<file path="src/rtl/core/box_overlap_separating_axis_assert.svh">
// ---------------------------------------------------------------------------
// Assertion macros for the box overlap block
// Concurrent checks on clk, with and without a reset guard.
// ---------------------------------------------------------------------------
`ifndef BOX_OVERLAP_SEPARATING_AXIS_ASSERT_SVH
`define BOX_OVERLAP_SEPARATING_AXIS_ASSERT_SVH

// check outside of reset
`define BOSA_ASSERT(lbl, prop, msg) \
  lbl: assert property (@(posedge clk) disable iff (rst) prop) else $error(msg);

// check that also covers reset cycles
`define BOSA_ASSERT_RST(lbl, prop, msg) \
  lbl: assert property (@(posedge clk) prop) else $error(msg);

`endif

</file>
<file path="src/rtl/core/bosa_pkg.sv">
// ---------------------------------------------------------------------------
// bosa_pkg
// Widths, types, codes and helpers shared by the box overlap pipeline.
// ---------------------------------------------------------------------------
`timescale 1ns / 1ps

package bosa_pkg;

  localparam int COORD_BITS  = 21;
  localparam int ORIENT_BITS = 16;
  localparam int HALF_BITS   = COORD_BITS - 1;
  localparam int FRAC_O      = ORIENT_BITS - 2;
  localparam int LIMIT_BITS  = 40;

  localparam int CENTER_VEC_BITS = 3 * COORD_BITS;
  localparam int HALF_VEC_BITS   = 3 * HALF_BITS;
  localparam int ORIENT_VEC_BITS = 3 * ORIENT_BITS;
  localparam int CFG_BITS_A = (CENTER_VEC_BITS > ORIENT_VEC_BITS) ?
                              CENTER_VEC_BITS : ORIENT_VEC_BITS;
  localparam int CFG_BITS   = (CFG_BITS_A > LIMIT_BITS) ? CFG_BITS_A : LIMIT_BITS;
  localparam int CFG_IDX_BITS = 3;

  localparam int NUM_AXES = 15;
  localparam int NUM_FACE = 6;
  localparam int AXIS_IDX_BITS = 4;
  localparam logic [AXIS_IDX_BITS-1:0] AXIS_NONE = AXIS_IDX_BITS'(NUM_AXES);

  localparam int DIFF_BITS = COORD_BITS + 1;
  localparam int PQ_BITS   = 2 * ORIENT_BITS;
  localparam int LAX_BITS  = 2 * ORIENT_BITS + 1;
  localparam int DPP_BITS  = DIFF_BITS + LAX_BITS;
  localparam int DP_BITS   = DPP_BITS + 2;
  localparam int AXP_BITS  = ORIENT_BITS + LAX_BITS;
  localparam int AXD_BITS  = AXP_BITS + 2;
  localparam int HM_BITS   = HALF_BITS + AXD_BITS;
  localparam int RAD_BITS  = HM_BITS + 3;
  localparam int SQP_BITS  = 2 * LAX_BITS;
  localparam int SQ_BITS   = 64;

  localparam int FACE_SHIFT  = 56 - 2 * FRAC_O;
  localparam int CROSS_SHIFT = 56 - 4 * FRAC_O;

  localparam logic [CFG_IDX_BITS-1:0] REG_REF_CENTER = 3'd0;
  localparam logic [CFG_IDX_BITS-1:0] REG_REF_HALF   = 3'd1;
  localparam logic [CFG_IDX_BITS-1:0] REG_REF_AXIS_X = 3'd2;
  localparam logic [CFG_IDX_BITS-1:0] REG_REF_AXIS_Y = 3'd3;
  localparam logic [CFG_IDX_BITS-1:0] REG_REF_AXIS_Z = 3'd4;
  localparam logic [CFG_IDX_BITS-1:0] REG_DEG_LIMIT  = 3'd5;

  localparam logic [ORIENT_VEC_BITS-1:0] ORIENT_ONE =
    ORIENT_VEC_BITS'(1) << FRAC_O;
  localparam logic [LIMIT_BITS-1:0] LIMIT_RESET = LIMIT_BITS'(72058);

  typedef logic signed [COORD_BITS-1:0]  coord_t;
  typedef logic        [HALF_BITS-1:0]   half_t;
  typedef logic signed [ORIENT_BITS-1:0] ori_t;
  typedef logic        [ORIENT_VEC_BITS-1:0] ovec_t;
  typedef logic signed [DIFF_BITS-1:0]   diff_t;
  typedef logic signed [PQ_BITS-1:0]     pq_t;
  typedef logic signed [LAX_BITS-1:0]    lax_t;
  typedef logic signed [DPP_BITS-1:0]    dpp_t;
  typedef logic signed [DP_BITS-1:0]     dp_t;
  typedef logic        [DP_BITS-1:0]     dpm_t;
  typedef logic signed [AXP_BITS-1:0]    axp_t;
  typedef logic signed [AXD_BITS-1:0]    axd_t;
  typedef logic        [AXD_BITS-1:0]    axm_t;
  typedef logic        [HM_BITS-1:0]     hm_t;
  typedef logic        [RAD_BITS-1:0]    rad_t;
  typedef logic signed [SQP_BITS-1:0]    sqp_t;
  typedef logic        [SQ_BITS-1:0]     sq_t;

  function automatic ori_t orient_comp(input ovec_t v, input int k);
    orient_comp = v[k*ORIENT_BITS +: ORIENT_BITS];
  endfunction

  function automatic coord_t center_comp(input logic [CENTER_VEC_BITS-1:0] v,
                                         input int k);
    center_comp = v[k*COORD_BITS +: COORD_BITS];
  endfunction

  function automatic half_t half_comp(input logic [HALF_VEC_BITS-1:0] v, input int k);
    half_comp = v[k*HALF_BITS +: HALF_BITS];
  endfunction

endpackage

</file>
<file path="src/rtl/core/bosa_pick.sv">
// ---------------------------------------------------------------------------
// bosa_pick
// Select the first separating axis in test order and hold the verdict
// in the output register.
// ---------------------------------------------------------------------------
`timescale 1ns / 1ps

`include "box_overlap_separating_axis_assert.svh"

module bosa_pick (
  input  logic                                 clk,
  input  logic                                 rst,
  input  logic                                 in_valid,
  output logic                                 in_ready,
  input  logic [bosa_pkg::NUM_AXES-1:0]        sep,
  output logic                                 res_valid,
  input  logic                                 res_ready,
  output logic                                 overlapping,
  output logic [bosa_pkg::AXIS_IDX_BITS-1:0]   separating_axis
);

  logic en;
  logic [bosa_pkg::AXIS_IDX_BITS-1:0] first;

  assign en = !res_valid || res_ready;
  assign in_ready = en;

  always_comb begin
    first = bosa_pkg::AXIS_NONE;
    for (int a = bosa_pkg::NUM_AXES - 1; a >= 0; a--) begin
      if (sep[a]) first = bosa_pkg::AXIS_IDX_BITS'(a);
    end
  end

  always_ff @(posedge clk) begin
    if (rst) begin
      res_valid <= 1'b0;
    end else if (en) begin
      res_valid <= in_valid;
    end
  end

  always_ff @(posedge clk) begin
    if (en) begin
      overlapping     <= (first == bosa_pkg::AXIS_NONE);
      separating_axis <= first;
    end
  end

  `BOSA_ASSERT_RST(a_reset_clears, rst |=> !res_valid, "verdict valid after reset")
  `BOSA_ASSERT(a_take_lands, (in_valid && in_ready) |=> res_valid, "taken request lost")
  `BOSA_ASSERT(a_flag_axis, res_valid |-> (overlapping == (separating_axis == bosa_pkg::AXIS_NONE)), "overlap flag and axis disagree")
  `BOSA_ASSERT(a_no_sep, (in_valid && in_ready && (sep == '0)) |=> overlapping, "overlap missed with no separating axis")

endmodule

</file>
<file path="config.mk">
export PLATFORM = sky130hd
export DESIGN_NAME = bosa_pick
export DESIGN_NICKNAME = d
export VERILOG_FILES = /design/src/rtl/core/bosa_pkg.sv /design/src/rtl/core/bosa_pick.sv
export VERILOG_INCLUDE_DIRS = /design/src /design/src/rtl/core
export SDC_FILE = /design/constraint.sdc
export NUM_CORES = 1
export LEC_CHECK = 0
export ABC_CLOCK_PERIOD_IN_PS = 2900
export BUFFER_PORTS_ARGS = -buffer_cell sky130_fd_sc_hd__buf_2
export CORE_AREA = 5 5 42 44
export DETAILED_ROUTE_END_ITERATION = 7
export DIE_AREA = 0 0 47 49
export PLACE_DENSITY_LB_ADDON = 0.2
export SLEW_MARGIN = 30
export SYNTH_ARGS = -nofsm -noshare
export SYNTH_HDL_FRONTEND = slang
export SYNTH_SLANG_ARGS = --single-unit
</file>
<file path="constraint.sdc">
create_clock -name clk -period 2.9 [get_ports clk]
set_clock_uncertainty 0.05 [all_clocks]
set_input_delay 0.29 -clock clk [delete_from_list [all_inputs] [get_ports clk]]
set_output_delay 0.29 -clock clk [all_outputs]
set_load 0.05 [all_outputs]
</file>
# Word-level counts from Yosys, hierarchy flattened
# Cells that the tools add are included.
# word_totals
reg_bits,6
input_bits,19
out_inout_bits,7
# op_classes
eq_ne,1
n_mux,15
n_reduce_logical,2
# ops
operator,count
2-to-1 mux 4 bit,14
"== test 4 bit, second input constant",1
zero test 1 bit,1
logical OR 1 bit,1
2-to-1 mux 1 bit,1

# Longest topological paths before layout
# depth
word_depth,16
ltp_mapped,4
mapped_depth_nobuf,4

# Least setup slack after synthesis
# Ideal clock, no wire load.
# synth_path
path_kind,reg-to-reg
startpoint,register res_valid
endpoint,"register overlapping, enable pin"
arrival_ps,1128
t_required_ps,2433
slack_ps,1305
path_stages_with_launch,2
synth_period_minus_slack_ps,1595
path_cell_list,dfxtp_1 > nand2b_1
# synth_via
elab_chain_len,2
# synth_lines
item,line_no,rtl
"start, declared",bosa_pick.sv:16,"output logic res_valid,"
"start signal, assigned",bosa_pick.sv:39,res_valid <= in_valid;
zero test 1 bit,bosa_pick.sv:25,assign en = !res_valid || res_ready;
logical OR 1 bit,bosa_pick.sv:25,
named net in_ready,bosa_pick.sv:14,"output logic in_ready,"
"end signal, assigned",bosa_pick.sv:45,overlapping <= (first == bosa_pkg::AXIS_NONE);
"end, declared",bosa_pick.sv:18,"output logic overlapping,"
# The timed path passes the listed nets, and every way through them passes these cells.
# A chain may end at the register's enable or synchronous reset.

# Worst setup path after layout
# layout_path
startpoint,register res_valid
endpoint,output in_ready
# layout_via
elab_chain_len,2
# layout_lines
item,line_no
zero test 1 bit,bosa_pick.sv:25
logical OR 1 bit,bosa_pick.sv:25
"end, declared",bosa_pick.sv:14
# No other way between the ends.

==> results.toml <==
[cts]
path_clk_slew_ns = 0.04
htreeDepth = 1
clock_sinks = 6
insertion_delay_ns = 0.23
cts_buffer_depth = 2
holdBufCountCts = 0
cts_tree = "yes"
clockRootBuffer = "clkbuf_4"
numCtsBuffers = 3
post_cts.resized_instances = 0
postCtsSetupBuffers = 0

[synthesis]
synth_edf_count = 5
synth_nets = 58
yosys.area.top_type_share = 0.399
synth.area.top_cells = "edfxtp_1, nor2_1, nor4_4"
synth-seq-cells = 6
synth_cells = 39
yosysMostFrequentCell = "nor2_1"
synthFlopType = "edfxtp_1"
yosysWarningCount = 0
ys_types = 18
ys_seq_area_frac = 0.452
yosys-top-cells-count = "nor2_1, edfxtp_1, inv_1"
yosys.area.top_type = "edfxtp_1"
synth_area_sq_um = 377
syn_area_per_cell_sq_um = 9.66
async_reset_ff_frac = 0

[pwr]
power_leakage_nw = 0.261
power_density_mw_per_mm2 = 443
power_frac_seq = 0.414
ir_drop_mv = 0.113
internal_power_mw = 0.172
finalPower_mw = 0.243
switchingPower_mw = 0.0712
comb_power_share = 0.258
netSwitchingFraction = 0.293
p_clk_frac = 0.328

[finish]
num-fill-cells = 160
diodes = 0
nets = 88
area_growth_pct = 45.5
final_util = 0.391
drive_gt1_frac = 0.471
regArea_sq_um = 170
multi_input_area_sq_um = 188

[routing]
num_vias = 391
drtIter0Drc = 10
drt.antenna.violating_nets = 0
firstDrtPassIters = 2
route.detailed.wl_per_inst_um = 9.70
via_per_inst = 4.65
drc = 0
drt-total-wl_um = 815

[floorplanning]
rows = 14
ioPinCount = 26
die_area_sq_mm = 0.00230
initial_core_util = 0.269
core_sq_mm = 0.00140
dieHeight_um = 49
die-width_um = 47

[setup_path]
worstSetupPathType = "register to output pin"
critPathRequiredTime_ns = 2.56
critPathTopFamily = "buffers and inverters"
crit_arrival_ns = 1.08
worst_path_largest_cell_delay_ns = 0.33
path_buf_inv = 1
worst_setup_path_start_kind = "register"
end_kind = "output pin"
crit_chain = "nand2b_1 -> buf_2"
cp_slowest_cell = "buf_2"
cp_max_fo = 7

[sta]
hold_viol_final = 0
tightest_slew_ns = 0.364
setup_ws_ns = 1.48
fmax_mhz = 703
tns_ns = 0
rsz0062_at_grt = "false"
slew-limit-headroom = 0.755
min_period_ns = 1.42
period_share = 0.491
timing.final.max_slew_violations = 0
final-setup-viol-count = 0

[place]
hpwl_um = 740
dp_slack_ns = 1.45
portBuffers = 25
gp_congestion = 0.723

[grt]
grt.overflow.total = 0
grtUsageTotal = 0.0757
first_global_vias = 353
antenna_found_initial = 0
grt_pass1_wl_mm = 1.24
grt_max_degree = 8

[min_path]
hold_class = "primary input to register"

[run]
cap_violations = 0

[outcome]
status = "complete, no violations"
[placed cells by master, fill, tap and decap left out]
master     synthesis  final
a2111oi_2          1      1
a21boi_0           1      1
a21oi_1            3      3
a221oi_1           1      1
a31oi_1            1      1
buf_2              0     25
clkbuf_1           0      1
clkbuf_4           0      3
dfxtp_1            1      1
edfxtp_1           5      5
inv_1              5      5
nand2_1            2      2
nand2b_1           2      2
nor2_1             6      6
nor2b_1            2      2
nor3_1             3      3
nor4_2             1      1
nor4_4             1      1
o21ai_0            1      1
o311a_2            1      1
o31ai_1            2      2
[flip-flops by register name, summed over array words and instances, names as in the netlist]
name / count
separating_axis: 4
res_valid: 1
overlapping: 1
[routing by layer]
| layer | GRT usage | wire, um |
|---|---|---|
| met5 | 0 | 0 |
| met4 | 0.0829 | 0 |
| met3 | 0.0111 | 80 |
| met2 | 0.109 | 423 |
| met1 | 0.0846 | 311 |
[final timing paths]
check             from  cells after the start            endpoint  slack (ns)
max          res_valid                      2            in_ready        1.48
min                rst                      2           res_valid        0.15
max reg2reg  res_valid                      1  separating_axis[2]        2.00
min reg2reg  res_valid                      2           res_valid        0.62
[per-stage QoR]
stage          hold WS, ns  instances  instance area (sq um)
2_1_floorplan        0.309         39                    377
3_3_place_gp         0.395         80                    522
3_5_place_dp         0.395         80                    522
4_1_cts              0.138         84                    548
5_1_grt              0.134         84                    548
6_report             0.150         84                    548
[power groups by stage]
stage / clock network [mW] / registers [mW] / logic [mW]
5_1_grt: 0.0893 / 0.101 / 0.0675
3_5_place_dp: 0 / 0.102 / 0.0633
4_1_cts: 0.0843 / 0.101 / 0.0634
2_1_floorplan: 0 / 0.122 / 0.0167
3_3_place_gp: 0 / 0.102 / 0.0631
6_report: 0.0797 / 0.101 / 0.0626
[kinds of logic after synthesis]
kind of cell	count (synthesis)	synth area share
buffers and inverters	5	0.0498
AND/OR/NAND/NOR	17	0.276
flip-flops	6	0.452
AO/OA/AOI/OAI	11	0.223
[layout make-up]
cell class,instances,share of cell area
Multi-Input combinational cell,28,0.342
Timing Repair Buffer,25,0.228
Sequential cell,6,0.311
Tap cell,16,0.0365
Inverter,5,0.0342
Clock buffer,4,0.0479
Note: power is estimated with default switching activity, not from simulation.
